[config.mk]
export PLATFORM = sky130hd
export DESIGN_NAME = cpmd_cell
export DESIGN_NICKNAME = d
export VERILOG_FILES = /design/src/cpmd_pkg.sv /design/src/cpmd_cell.sv
export SDC_FILE = /design/constraint.sdc
export NUM_CORES = 2
export LEC_CHECK = 0
export BUFFER_PORTS_ARGS = -buffer_cell sky130_fd_sc_hd__buf_2
export CORE_UTILIZATION = 50
export DETAILED_ROUTE_END_ITERATION = 16
export PLACE_DENSITY = 0.75
export SYNTH_ARGS = -nofsm -noshare
export SYNTH_HDL_FRONTEND = slang
export SYNTH_SLANG_ARGS = --single-unit
export TNS_END_PERCENT = 100
[constraint.sdc]
create_clock -name clk_i -period 8.88 [get_ports clk_i]
set_clock_uncertainty 0.2 [all_clocks]
set_input_delay 1.776 -clock clk_i [delete_from_list [all_inputs] [get_ports clk_i]]
set_output_delay 1.776 -clock clk_i [all_outputs]
set_load 0.01 [all_outputs]
[src/cpmd_pkg.sv]
// Shared constants and types for the closest-pair minimum distance block.
`timescale 1ns / 1ps
package cpmd_pkg;

  localparam int MAX_POINTS = 64;
  localparam int CNT_W      = $clog2(MAX_POINTS + 1);
  localparam int COORD_W    = 16;
  localparam int DIFF_W     = COORD_W + 1;
  localparam int SQ_W       = 2 * COORD_W;
  localparam int DIST_W     = SQ_W + 1;
  localparam int BEST_W     = DIST_W + 1;
  localparam int FRAC_W     = 8;
  localparam int ROOT_W     = 25;
  localparam int RAD_W      = 2 * ROOT_W;
  localparam int REM_W      = ROOT_W + 3;
  localparam int STEP_W     = $clog2(ROOT_W);

  localparam logic [BEST_W-1:0] BEST_INIT = '1;

  // one point travelling down the cell chain
  typedef struct packed {
    logic                      valid;
    logic                      last;
    logic                      drop;
    logic                      stored;
    logic signed [COORD_W-1:0] x;
    logic signed [COORD_W-1:0] y;
    logic [BEST_W-1:0]         best;
  } item_t;

  // end-of-set request from the chain tail to the root unit
  typedef struct packed {
    logic              start;
    logic [DIST_W-1:0] dist_sq;
    logic              no_pair;
    logic              overflow;
  } set_end_t;

endpackage

[src/cpmd_cell.sv]
// One chain cell: holds one stored point and updates the passing item's minimum.
`timescale 1ns / 1ps
module cpmd_cell (
  input  logic           clk_i,
  input  logic           rst_ni,
  input  logic           adv_i,
  input  cpmd_pkg::item_t item_i,
  output cpmd_pkg::item_t item_o
);
  import cpmd_pkg::*;

  logic                      pt_valid_q, pt_valid_d;
  logic signed [COORD_W-1:0] pt_x_q, pt_x_d, pt_y_q, pt_y_d;

  item_t            a_q, a_d;
  logic             a_hit_q, a_hit_d;
  logic [SQ_W-1:0]  a_sqx_q, a_sqx_d, a_sqy_q, a_sqy_d;
  item_t            b_q, b_d;

  logic                     store_now;
  logic signed [DIFF_W-1:0] dx, dy;
  logic signed [2*DIFF_W-1:0] px, py;
  logic [DIST_W-1:0]        sum_sq;

  // stage A: difference and squares against the stored point
  always_comb begin
    store_now = item_i.valid && !item_i.drop && !item_i.stored && !pt_valid_q;
    dx = $signed({item_i.x[COORD_W-1], item_i.x}) - $signed({pt_x_q[COORD_W-1], pt_x_q});
    dy = $signed({item_i.y[COORD_W-1], item_i.y}) - $signed({pt_y_q[COORD_W-1], pt_y_q});
    px = dx * dx;
    py = dy * dy;
    a_d = item_i;
    a_d.stored = item_i.stored | store_now;
    a_hit_d = pt_valid_q && item_i.valid && !item_i.drop;
    a_sqx_d = px[SQ_W-1:0];
    a_sqy_d = py[SQ_W-1:0];

    pt_valid_d = pt_valid_q;
    pt_x_d = pt_x_q;
    pt_y_d = pt_y_q;
    if (item_i.valid && item_i.last) begin
      pt_valid_d = 1'b0;
    end else if (store_now) begin
      pt_valid_d = 1'b1;
      pt_x_d = item_i.x;
      pt_y_d = item_i.y;
    end
  end

  // stage B: sum and running minimum
  always_comb begin
    sum_sq = {1'b0, a_sqx_q} + {1'b0, a_sqy_q};
    b_d = a_q;
    if (a_hit_q && ({1'b0, sum_sq} < a_q.best)) begin
      b_d.best = {1'b0, sum_sq};
    end
  end

  always_ff @(posedge clk_i or negedge rst_ni) begin
    if (!rst_ni) begin
      pt_valid_q <= 1'b0;
      a_q <= '0;
      b_q <= '0;
    end else if (adv_i) begin
      pt_valid_q <= pt_valid_d;
      a_q <= a_d;
      b_q <= b_d;
    end
  end

  always_ff @(posedge clk_i) begin
    if (adv_i) begin
      pt_x_q <= pt_x_d;
      pt_y_q <= pt_y_d;
      a_hit_q <= a_hit_d;
      a_sqx_q <= a_sqx_d;
      a_sqy_q <= a_sqy_d;
    end
  end

  assign item_o = b_q;

  a_hit_needs_item: assert property (@(posedge clk_i) disable iff (!rst_ni)
    a_hit_q |-> a_q.valid && !a_q.drop)
    else $error("cell compare without a live item");

  stored_drop_excl: assert property (@(posedge clk_i) disable iff (!rst_ni)
    b_q.valid && b_q.drop |-> !b_q.stored)
    else $error("dropped item marked stored");

  last_clears_cell: assert property (@(posedge clk_i) disable iff (!rst_ni)
    adv_i && item_i.valid && item_i.last |=> !pt_valid_q)
    else $error("cell not cleared by last item");

endmodule

Word level (Yosys, flattened, before mapping)

Cells that the tools add are included.

Bits in registers: 238
Latch bits: 0
Memory bits (writable): 0
Bits in read-only memories: 0
Logic and storage cells: 44
Memories: 0

Add/subtract/negate cells: 3
Multipliers: 2
Div/mod/pow operators: 0
Order comparisons: 1
Eq/ne operators: 0
Shift operators: 0
Multiplexer cells: 3
Bitwise gates (word level): 2
Reductions and logical operators: 13

Operator list:

| kind                | number |
|---|---|
| $mul A17 B17 Y32    | 2 |
| $lt A33 B34 Y1      | 1 |
| $mux W34            | 1 |
| $sub A16 B16 Y17    | 2 |
| $add A32 B32 Y33    | 1 |
| $logic_and A1 B1 Y1 | 7 |
| $logic_not A1 Y1    | 3 |
| $reduce_and A3 Y1   | 1 |
| $mux W1             | 2 |
| $reduce_and A2 Y1   | 1 |
| $reduce_bool A2 Y1  | 1 |
| $not A1 Y1          | 1 |
| $or A1 B1 Y1        | 1 |

Longest topological paths before layout

Depth after elaboration: 6
Gate-level depth with buffers: 37

Worst setup path before layout

Ideal clock, no wire load.

Path type: input to register
From: in item_i[50] in the netlist's numbering
To: reg a_sqx_q[31], data pin
Data arrival time: 8957 ps
Path slack: -537 ps
Stages: 34
Path buffers: 2
Cell sequence: inv_1 ha_1 inv_1 fa_1 a211oi_1 o21bai_1 nand4_1 nand3_1 nand2_1 o21ai_1 o31a_1 clkbuf_1 buf_2 nor2_1 fa_1 inv_1 fa_1 inv_1 fa_1 fa_1 fa_1 inv_1 fa_1 inv_1 ha_1 nand4_1 nor2_1 o2bb2ai_1 a2111oi_2 o21ai_1 a31o_1 a21oi_2 xnor2_1 xnor2_1

Word-level cells in the longest chain between the ends: 2

RTL lines:

| item                 | line            | text |
|---|---|---|
| from (decl)          | cpmd_cell.sv:7  | `input cpmd_pkg::item_t item_i,` |
| $sub A16 B16 Y17     | cpmd_cell.sv:28 | `dx = $signed({item_i.x[COORD_W-1], item_i.x}) - $signed({pt_x_q[COORD_W-1], pt_x_q});` |
| $mul A17 B17 Y32     | cpmd_cell.sv:30 | `px = dx * dx;` |
| net px[31]           | cpmd_cell.sv:22 | `logic signed [2*DIFF_W-1:0] px, py;` |
| to (signal assigned) | cpmd_cell.sv:76 | `a_sqx_q <= a_sqx_d;` |
| to (decl)            | cpmd_cell.sv:17 | `logic [SQ_W-1:0] a_sqx_q, a_sqx_d, a_sqy_q, a_sqy_d;` |

The timed path passes the listed nets, and every way through them passes these cells.
A chain may end at the register's enable or synchronous reset.

Worst setup path in the final report

From: in item_i[51] in the netlist's numbering
To: reg a_sqx_q[31], data pin

The elaborated chain is that of the path after synthesis.

==> reports/results.tsv <==
metric	value	unit
run status	complete, but fails checks	
failing checks	DRC	
root buf cell	clkbuf_16	
Net Count, Synth	3841	
Final Hold Viols	0	
nets@finish	4353	
max_cap viols	0	
count of state elements after synthesis	236	
Synth Instances	3002	
WHS	0.2911	ns
hold crit path type	reg2reg	
Final Core Density	61.26	%
Syn. warnings	0	
crit-path max FO	7	
max incr delay on CP	0.60	ns
Tmin final	8.760	ns
Wirelength per Cell	16.49	microns
CTS max path bufs	3	
Die ar.	61320	sq um
slowest stage cell, crit path	fa_1	
cts hold-fix bufs	0	
Iter 0 DRT Violations	1184	
worst skew pair latency	0.57	ns
top achievable clock speed	0.1142	GHz
core outline area	59350	sq um
main flop type after synthesis	dfrtp_1	
Post-synth EDFFs	95	
Synth Area per Inst	10.05	sq um
worst endpoint required time	9.00	ns
post-synthesis cell area	30170	sq um
ratio of final minimum period to clock period	98.65	%
measured slew at the worst slew-check pin	0.9178	ns
detailed-route via count	22330	
final wirelength	71.06	mm
critical path type	in2reg	
global route total overflow	0	
RePlAce Congestion	0.9434	
slack of the worst reg-to-reg path	1.01	ns
cell family with most CP delay	adder cells	
register area share after synthesis	21.15	%
vias in the first global route	23350	
Slew Viols, Final	0	
fraction of layout cells with a size suffix above 1	23.77	%
Pre-Repair DR Iteration Count	14	
most used cell, CP	fa_1	
Synth cell types	81	
Worst Path Buf+Inv	6	
CTS buffer count	27	
Port Buffer Count	142	
Setup crit start kind	input port	
DRC	22	
most frequent cells in the layout	inv_1, fa_1, buf_4	
# IOs	143	
initial antenna violation count	1	
initial core utilization	50.83	%
relative slew slack	38.81	%
setup TNS	0	ns
count of final setup violators	0	
most common cell after layout, fill and taps aside	inv_1	
first-pass GRT wire length	114.5	mm
Row Count	89	
gr usage total	23.64	%
CTS tree	built	
Sink Count	236	
post-DP HPWL	58.34	mm
largest net degree at the start of global routing	113	
htree depth	1	
fill count	4737	
Post-DRT Antenna Nets	0	
Die Ht	247.6	microns
Layout area overhead	20.53	%
Post-synth ARST share	59.75	%
die width	247.6	microns
RSZ-0062 raised after global routing	yes	
Worst-path clk slew	0.07	ns
critical path endpoint category	flop	
Vias/cell	5.184	
CP Data Arrival Time	8.88	ns
sequential cells by signal, indices dropped and copies added, names as in the netlist:
register,cells
a_hit_q,1
pt_valid_q,1
item_o,70
a_q,70
pt_x_q,16
pt_y_q,16
a_sqx_q,31
a_sqy_q,31
cell families after synthesis:
kind of cell             after synthesis  share of synthesized area (%)
AO/OA/AOI/OAI                        352                          7.702
XOR/XNOR                             130                          3.911
adder cells (fa/ha/maj)              766                          44.61
buffers and inverters                777                          9.775
flip-flops                           236                          21.15
multiplexers                         102                          3.687
AND/OR/NAND/NOR                      639                          9.166
metrics by stage:
| step | setup slack [ns] | instances | instance area [sq um] |
|---|---|---|---|
| 6_report | 0.1196 | 4308 | 36360 |
| 5_1_grt | -0.2059 | 4308 | 36360 |
| 4_1_cts | 0.01342 | 4276 | 35560 |
| 3_5_place_dp | -0.6649 | 4226 | 34680 |
| 3_3_place_gp | -0.4971 | 4226 | 34680 |
| 2_1_floorplan | -0.08262 | 3002 | 30360 |
area by class of cell:
type / instances / area [sq um] / share of cell area (%)
multi-input cells: 1989 / 21500 / 59.12
clock inverters: 7 / 53.80 / 0.1480
well taps: 773 / 967.2 / 2.660
repair buffers: 554 / 3995 / 10.99
inverters: 706 / 2673 / 7.350
flip-flops and latches: 236 / 6381 / 17.55
clock buffers: 42 / 793.3 / 2.182
diodes: 1 / 2.502 / 0.006882
synth_stat cells, types with 10 or more instances:
cell type | n | share of area, %
mux2_2 | 73 | 2.7
a211oi_1 | 12 | 0.30
inv_2 | 11 | 0.14
nand2b_1 | 15 | 0.31
and3_1 | 15 | 0.31
nor3_1 | 25 | 0.41
mux2i_1 | 29 | 0.96
edfxtp_1 | 95 | 9.5
o21ai_1 | 11 | 0.18
xnor2_1 | 90 | 2.6
nand4_1 | 10 | 0.21
clkbuf_1 | 52 | 0.65
o21ai_0 | 74 | 1.2
nor2b_1 | 19 | 0.39
nand3_1 | 18 | 0.30
nand2_1 | 222 | 2.8
o21a_1 | 23 | 0.57
ha_1 | 250 | 10
fa_1 | 516 | 34
nor2_1 | 260 | 3.2
a21o_1 | 44 | 1.1
dfrtp_1 | 141 | 12
xor2_1 | 36 | 1.0
buf_2 | 14 | 0.23
and2_1 | 23 | 0.48
o211ai_1 | 10 | 0.25
a21oi_1 | 99 | 1.6
inv_1 | 689 | 8.6
path summary, 6_finish.rpt:
path                               endpoint  startpoint  cells after the start
worst min register to register    item_o[3]   item_o[3]                      2
min in group asynchronous        item_o[66]      rst_ni                      1
worst max-delay path            a_sqx_q[31]  item_i[51]                     32
max in group asynchronous        item_o[62]      rst_ni                      2
worst max register to register  a_sqy_q[31]   pt_y_q[1]                     30
worst min-delay path              item_o[3]   item_o[3]                      2
worst reg2reg max path, delay by kind of cell (launching register included):
family	cells	cell delay, ns
flops	1	0.42
xor+xnor	3	0.58
compound gates	11	1.93
simple gates	3	0.35
buf+inv	5	0.55
fa+ha+maj	8	3.57
layer usage:
layer / part of all wire [%] / routed length (microns) / track usage (%)
met5: 0 / 0 / 0
met4: 2.9 / 2094 / 6.821
met3: 6.5 / 4606 / 3.006
met1: 41 / 29210 / 31.28
met2: 49 / 35150 / 40.67
timing repair:
item / CTS / global route
endpoints found under the setup margin: 5 / 20
gates cloned: 0 / 1
gates resized for setup: 3 / 136
pin swaps: 1 / 105
buffers inserted: 1 / 30
Power is not shown: default switching activity piles up to over one toggle a cycle in this logic, so the estimate is an artifact.
