## src/cpmd_pkg.sv

```systemverilog
// Shared constants and types for the closest-pair minimum distance block.
`timescale 1ns / 1ps
package cpmd_pkg;

  localparam int MAX_POINTS = 64;
  localparam int CNT_W      = $clog2(MAX_POINTS + 1);
  localparam int COORD_W    = 16;
  localparam int DIFF_W     = COORD_W + 1;
  localparam int SQ_W       = 2 * COORD_W;
  localparam int DIST_W     = SQ_W + 1;
  localparam int BEST_W     = DIST_W + 1;
  localparam int FRAC_W     = 8;
  localparam int ROOT_W     = 25;
  localparam int RAD_W      = 2 * ROOT_W;
  localparam int REM_W      = ROOT_W + 3;
  localparam int STEP_W     = $clog2(ROOT_W);

  localparam logic [BEST_W-1:0] BEST_INIT = '1;

  // one point travelling down the cell chain
  typedef struct packed {
    logic                      valid;
    logic                      last;
    logic                      drop;
    logic                      stored;
    logic signed [COORD_W-1:0] x;
    logic signed [COORD_W-1:0] y;
    logic [BEST_W-1:0]         best;
  } item_t;

  // end-of-set request from the chain tail to the root unit
  typedef struct packed {
    logic              start;
    logic [DIST_W-1:0] dist_sq;
    logic              no_pair;
    logic              overflow;
  } set_end_t;

endpackage

```

## src/cpmd_sqrt.sv

```systemverilog
// Bit-serial square root in Q8 and the result output register.
`timescale 1ns / 1ps
module cpmd_sqrt (
  input  logic                          clk_i,
  input  logic                          rst_ni,
  input  cpmd_pkg::set_end_t            req_i,
  output logic                          busy_o,
  output logic                          out_valid_o,
  input  logic                          out_ready_i,
  output logic [cpmd_pkg::DIST_W-1:0]   min_dist_sq_o,
  output logic [cpmd_pkg::ROOT_W-1:0]   min_dist_o,
  output logic                          no_pair_o,
  output logic                          overflow_o
);
  import cpmd_pkg::*;

  typedef enum logic [2:0] {
    S_IDLE = 3'b001,
    S_RUN  = 3'b010,
    S_DONE = 3'b100
  } state_e;

  state_e state_q, state_d;
  logic [STEP_W-1:0] step_q, step_d;
  logic [RAD_W-1:0]  rad_q, rad_d;
  logic [REM_W-1:0]  rem_q, rem_d;
  logic [ROOT_W-1:0] root_q, root_d;
  logic [DIST_W-1:0] sq_q, sq_d;
  logic              np_q, np_d, ov_q, ov_d;

  logic              out_valid_q, out_valid_d;
  logic [DIST_W-1:0] o_sq_q, o_sq_d;
  logic [ROOT_W-1:0] o_root_q, o_root_d;
  logic              o_np_q, o_np_d, o_ov_q, o_ov_d;

  logic [REM_W-1:0] rem_n, trial;
  logic             load;

  always_comb begin
    state_d = state_q;
    step_d = step_q;
    rad_d = rad_q;
    rem_d = rem_q;
    root_d = root_q;
    sq_d = sq_q;
    np_d = np_q;
    ov_d = ov_q;
    out_valid_d = out_valid_q;
    o_sq_d = o_sq_q;
    o_root_d = o_root_q;
    o_np_d = o_np_q;
    o_ov_d = o_ov_q;
    load = 1'b0;

    rem_n = {rem_q[REM_W-3:0], rad_q[RAD_W-1 -: 2]};
    trial = {1'b0, root_q, 2'b01};

    if (out_valid_q && out_ready_i) begin
      out_valid_d = 1'b0;
    end

    case (state_q)
      S_IDLE: begin
        if (req_i.start) begin
          state_d = S_RUN;
          step_d = STEP_W'(ROOT_W - 1);
          rad_d = RAD_W'({req_i.dist_sq, {(2 * FRAC_W){1'b0}}});
          rem_d = '0;
          root_d = '0;
          sq_d = req_i.dist_sq;
          np_d = req_i.no_pair;
          ov_d = req_i.overflow;
        end
      end
      S_RUN: begin
        rad_d = {rad_q[RAD_W-3:0], 2'b00};
        if (rem_n >= trial) begin
          rem_d = rem_n - trial;
          root_d = {root_q[ROOT_W-2:0], 1'b1};
        end else begin
          rem_d = rem_n;
          root_d = {root_q[ROOT_W-2:0], 1'b0};
        end
        if (step_q == '0) begin
          state_d = S_DONE;
        end else begin
          step_d = step_q - 1'b1;
        end
      end
      S_DONE: begin
        if (!out_valid_q || out_ready_i) begin
          load = 1'b1;
          out_valid_d = 1'b1;
          o_sq_d = sq_q;
          o_root_d = root_q;
          o_np_d = np_q;
          o_ov_d = ov_q;
          state_d = S_IDLE;
        end
      end
      default: state_d = S_IDLE;
    endcase
  end

  always_ff @(posedge clk_i or negedge rst_ni) begin
    if (!rst_ni) begin
      state_q <= S_IDLE;
      out_valid_q <= 1'b0;
    end else begin
      state_q <= state_d;
      out_valid_q <= out_valid_d;
    end
  end

  always_ff @(posedge clk_i) begin
    step_q <= step_d;
    rad_q <= rad_d;
    rem_q <= rem_d;
    root_q <= root_d;
    sq_q <= sq_d;
    np_q <= np_d;
    ov_q <= ov_d;
    o_sq_q <= o_sq_d;
    o_root_q <= o_root_d;
    o_np_q <= o_np_d;
    o_ov_q <= o_ov_d;
  end

  assign busy_o = (state_q != S_IDLE);
  assign out_valid_o = out_valid_q;
  assign min_dist_sq_o = o_sq_q;
  assign min_dist_o = o_root_q;
  assign no_pair_o = o_np_q;
  assign overflow_o = o_ov_q;

  start_only_idle: assert property (@(posedge clk_i) disable iff (!rst_ni)
    req_i.start |-> state_q == S_IDLE)
    else $error("set end while root busy");

  load_goes_valid: assert property (@(posedge clk_i) disable iff (!rst_ni)
    load |=> out_valid_q && state_q == S_IDLE)
    else $error("result load lost");

  no_pair_zero: assert property (@(posedge clk_i) disable iff (!rst_ni)
    out_valid_q && o_np_q |-> o_sq_q == '0 && o_root_q == '0)
    else $error("no-pair result not zero");

endmodule

```

## config.mk

```make
export PLATFORM = sky130hd
export DESIGN_NAME = cpmd_sqrt
export DESIGN_NICKNAME = d
export VERILOG_FILES = /design/src/cpmd_pkg.sv /design/src/cpmd_sqrt.sv
export SDC_FILE = /design/constraint.sdc
export NUM_CORES = 1
export LEC_CHECK = 0
export BUFFER_PORTS_ARGS = -buffer_cell sky130_fd_sc_hd__buf_2
export CORE_AREA = 2 2 134 136
export DETAILED_ROUTE_END_ITERATION = 8
export DIE_AREA = 0 0 136 138
export PLACE_DENSITY = 0.7
export REMOVE_ABC_BUFFERS = 1
export SYNTH_ARGS = -nofsm -noshare
export SYNTH_HDL_FRONTEND = slang
export SYNTH_SLANG_ARGS = --single-unit
```

## constraint.sdc

```tcl
create_clock -name clk_i -period 5.6 [get_ports clk_i]
set_input_delay 0.84 -clock clk_i [delete_from_list [all_inputs] [get_ports clk_i]]
set_output_delay 0.84 -clock clk_i [all_outputs]
set_load 0.02 [all_outputs]
```

After elaboration in Yosys (flattened, before gate mapping)
Cells that the tools add are included. W data, S select, Z words.

Equality and inequality tests: 8. Reductions and logical operators: 10. $lt $le $gt $ge: 1. Multiplexer cells: 18. $add $sub $neg: 2.

Operators with widths (count): $pmux W50 S2 (1); $mux W26 (2); $pmux W26 S2 (1); $mux W50 (1); $pmux W25 S2 (1); $ge A28 B27 Y1 (1); $sub A26 B26 Y26 (1); $mux W25 (1); $mux W5 (2); $pmux W5 S2 (1); $mux W3 (3); $pmux W3 S3 (1); $ne A2 B2 Y1 const B (4); $reduce_and A2 Y1 (3); $reduce_and A3 Y1 (2); $logic_not A5 Y1 (1); $sub A5 B1 Y5 const B (1); $mux W1 (4); $eq A3 B1 Y1 const B (1); $eq A3 B2 Y1 const B (1); $eq A3 B3 Y1 const B (1); $ne A3 B1 Y1 const B (1); $reduce_bool A2 Y1 (1); $logic_and A1 B1 Y1 (1); other kinds (2) (2).

Bits of input ports: 39. Register bits: 205.

Depth between registers and ports, before layout
Depth in word-level cells: 4. Mapped depth: 12.

Worst setup path after synthesis
OpenSTA, ideal clock, no wires.

Kind: flip-flop to flip-flop. Start point: register state_q[1]. End point: register o_root_q[0] (netlist: min_dist_o[0]) (enable). Stages on the path, launching flop included: 4. Period minus slack after synthesis: 3.891 ns. Data arrival time: 3.413 ns. Setup slack: 1.709 ns. Cells stage by stage: dfrtp_1 clkbuf_1 or3_1 nor2_1.

Cells in the longest elaborated chain, start to end: 2.

RTL lines: from (decl) (RTL line cpmd_sqrt.sv:23) `state_e state_q, state_d;`; from (signal assigned) (RTL line cpmd_sqrt.sv:110) `state_q <= state_d;`; $eq A3 B3 Y1 (RTL line cpmd_sqrt.sv:62) `case (state_q)`; $reduce_and A2 Y1 (no line); to (signal assigned) (RTL line cpmd_sqrt.sv:124) `o_root_q <= o_root_d;`; to (decl) (RTL line cpmd_sqrt.sv:33) `logic [ROOT_W-1:0] o_root_q, o_root_d;`.

Every way passes these cells. A chain may end at the register's enable or synchronous reset.

Final worst setup path
Start point: register rem_q[7]. End point: register rem_q[21], data pin.

Cells in the longest elaborated chain, start to end: 3.

RTL lines: from (decl) (RTL line cpmd_sqrt.sv:26) `logic [REM_W-1:0] rem_q, rem_d;`; from (signal assigned) (RTL line cpmd_sqrt.sv:118) `rem_q <= rem_d;`; $sub A26 B26 Y26 / $ge A28 B27 Y1 (equally long branches) (RTL line cpmd_sqrt.sv:78, cpmd_sqrt.sv:77); $mux W26 (*) (RTL line cpmd_sqrt.sv:77) `if (rem_n >= trial) begin`; $pmux W26 S2 (*) (RTL line cpmd_sqrt.sv:62).

Mark *: on every way between the ends. The rest lies on a longest branch, timed or not.

==> flow_summary.yaml <==
drt:
  num_vias: 5684
  detail_route.wl_per_cell_um: 17.0
  routed_wl_mm: 17.5
  ant_nets: 0
  vias_per_cell: 5.50
  drt_iter0_drc: 518
  drc: 0
  drt-pass1-iter-count: 5
clock_network:
  clk_path_buf_depth: 2
  cts_max_level: 4
  clock-sinks: 189
  cts_resized: 0
  postCtsHoldBufs: 0
  clockRootBuffer: "clkbuf_16"
  clkLatencyLatePin_ns: 0.44
  cts_buffers: 17
  clkTransAtPathRegs_ns: 0.07
  cts_tree: "built"
  post_cts_buffers: 0
pwr:
  p_sw_share_pct: 40.4
  comb_power_share_pct: 43.4
  seqPwrFrac_pct: 37.2
  p_leak_nw: 3.80
  vdd_drop_max_mv: 0.526
  p_int_mw: 3.58
  powerDensity_mw_per_mm2: 615
  power.clock.fraction_pct: 19.4
  p_switching_mw: 2.42
sta:
  hold_slack_ns: 0.193
  worst_pin_slew_ns: 1.17
  setup_viol: 0
  maxSlewHeadroom_pct: 21.5
  fmax_mhz: 283
  finalCriticalPeriod_ns: 3.53
  rsz0062_at_grt: "no"
  finalMaxSlewViolations: 0
  worst_slack_ns: 2.07
  min_period_over_period_pct: 63.1
  fin_setup_tns_ns: 0
  hold_viol_final: 0
  skew_ns: 0.00965
worst_setup_path:
  critPathMaxFanout: 23
  start_kind: "flop"
  arrival_ns: 3.73
  critPathCaptureType: "flop"
  critPathKind: "reg -> reg"
  cp.required_ns: 5.79
logic_synthesis:
  synth-edff-count: 185
  synth_most_common_cell: "edfxtp_1"
  synth_area_leaders: "edfxtp_1 65%, nand2_1 5.2%, ha_1 4.3%"
  async_reset_ff_share_pct: 2.12
  yosys.area.top_type: "edfxtp_1"
  synth-main-ff-cell: "edfxtp_1"
  synth.top_cell.area_share_pct: 65.5
  netlist_top_cells_count: "185 x edfxtp_1, 118 x nand2_1, 52 x nor2_1"
  syn_avg_cell_area_um2: 12.2
  yosysSeqAreaShare_pct: 66.7
  synth_cell_types: 63
  synthesis.area_mm2: 0.00848
  syn-instance-count: 696
  ys_seq_elements: 189
  yosysWarningCount: 0
min_path:
  hp-class: "in -> async"
floorplanning:
  die_y_um: 138
  ioPinCount: 101
  start_util_pct: 48.4
  fp-row-count: 49
  coreArea_mm2: 0.0175
  die_area_mm2: 0.0188
  dieWidth_um: 136
grt:
  grt_pass1_wl_mm: 28.1
  grt.total_usage_pct: 19.1
  first_global_vias: 5701
  gr-total-overflow: 0
  antenna_found_initial: 0
  grt_max_degree: 86
finish:
  multi_input_area_mm2: 0.00257
  drive_above_1_share_pct: 18.5
  num_antenna_cells: 0
  design_area_mm2: 0.00976
  seq_area_mm2: 0.00566
  nets: 861
  utilization_pct: 55.7
  area_delta_synth_final_pct: 15.1
  nFillCells: 1505
job:
  maxCapViolations: 0
placed_design:
  hpwl_mm: 11.4
  place_area_mm2: 0.00921
  pre_cts_slack_ns: 2.17
  io_buffer_count: 100
  gp_congestion: 0.899
status:
  status: "completed"
-- cells in the final DEF, fill, tap and decap left out, types with 10 or more instances in the layout --
| master | synthesis | routed |
|---|---|---|
| a21oi_1 | 45 | 45 |
| buf_2 | 8 | 100 |
| clkbuf_16 | 0 | 17 |
| edfxtp_1 | 185 | 185 |
| ha_1 | 29 | 29 |
| inv_1 | 40 | 40 |
| nand2_1 | 118 | 116 |
| nand3_1 | 22 | 22 |
| nor2_1 | 52 | 51 |
| nor3_1 | 15 | 15 |
| o21ai_0 | 21 | 21 |
| o21ai_1 | 15 | 15 |
| xnor2_1 | 10 | 10 |
-- worst max-delay path, cell delays in order, from the launching register on --
cell,delay [ns]
edfxtp_1,0.40
ha_1,0.43
a21oi_1,0.29
o31ai_4,0.10
nor3_1,0.38
o21ai_4,0.13
a21boi_2,0.93
nor2_1,0.32
a31o_2,0.29
-- power groups by stage --
stage	clock network, mW	logic [mW]	registers, mW
2_1_floorplan	0	1.92	2.22
3_3_place_gp	0	2.49	2.23
3_5_place_dp	0	2.56	2.26
4_1_cts	1.18	2.58	2.23
5_1_grt	1.24	2.88	2.26
6_report	1.17	2.61	2.23
-- cell type report --
| class | count | area share (%) |
|---|---|---|
| Inverter | 41 | 1.58 |
| Clock buffer | 17 | 4.36 |
| Clock inverter | 13 | 1.33 |
| Tap cell | 229 | 2.93 |
| Sequential cell | 189 | 57.9 |
| Timing Repair Buffer | 106 | 5.59 |
| Multi-Input combinational cell | 438 | 26.3 |
-- flip-flops by register name, indices dropped and copies added, names as in the netlist --
| register | cells |
|---|---|
| rad_q | 34 |
| min_dist_sq_o | 33 |
| sq_q | 33 |
| rem_q | 26 |
| min_dist_o | 25 |
| root_q | 25 |
| step_q | 5 |
| state_q | 3 |
| no_pair_o | 1 |
| np_q | 1 |
| out_valid_o | 1 |
| ov_q | 1 |
| overflow_o | 1 |
-- logic make-up after synthesis --
kind of cell / synth area share (%)
mux: 0.118
xor+xnor: 1.55
buf+inv: 3.26
flops: 66.7
simple gates: 12.8
compound gates: 11.3
fa+ha+maj: 4.28
-- worst paths after layout --
kind / cells after the start / from / slack, ns / to
min in group clk_i: 0 / sq_q[0] / 0.42 / min_dist_sq_o[0]
worst max-delay path: 8 / rem_q[7] / 2.07 / rem_q[21]
worst max register to register: 8 / rem_q[7] / 2.07 / rem_q[21]
worst min register to register: 0 / sq_q[0] / 0.42 / min_dist_sq_o[0]
worst min-delay path: 1 / rst_ni / 0.19 / state_q[1]
max in group asynchronous: 1 / rst_ni / 5.19 / state_q[0]
-- layer usage --
metal / track usage, % / share of wire [%] / vias to the layer above
met1: 25.2 / 44 / 2741
li1: - / - / 2744
met3: 4.07 / 4.6 / 25
met5: 0 / 0 / -
met2: 31.6 / 50 / 174
met4: 6.36 / 1.2 / 0
-- metrics by stage --
step                      cells  power (mW)
after floorplan             668        4.14
after global placement     1003        4.72
after detailed placement   1003        4.81
after CTS                  1033        5.99
after global routing       1033        6.38
final                      1033        6.01
(Power assumes the default switching activity.)
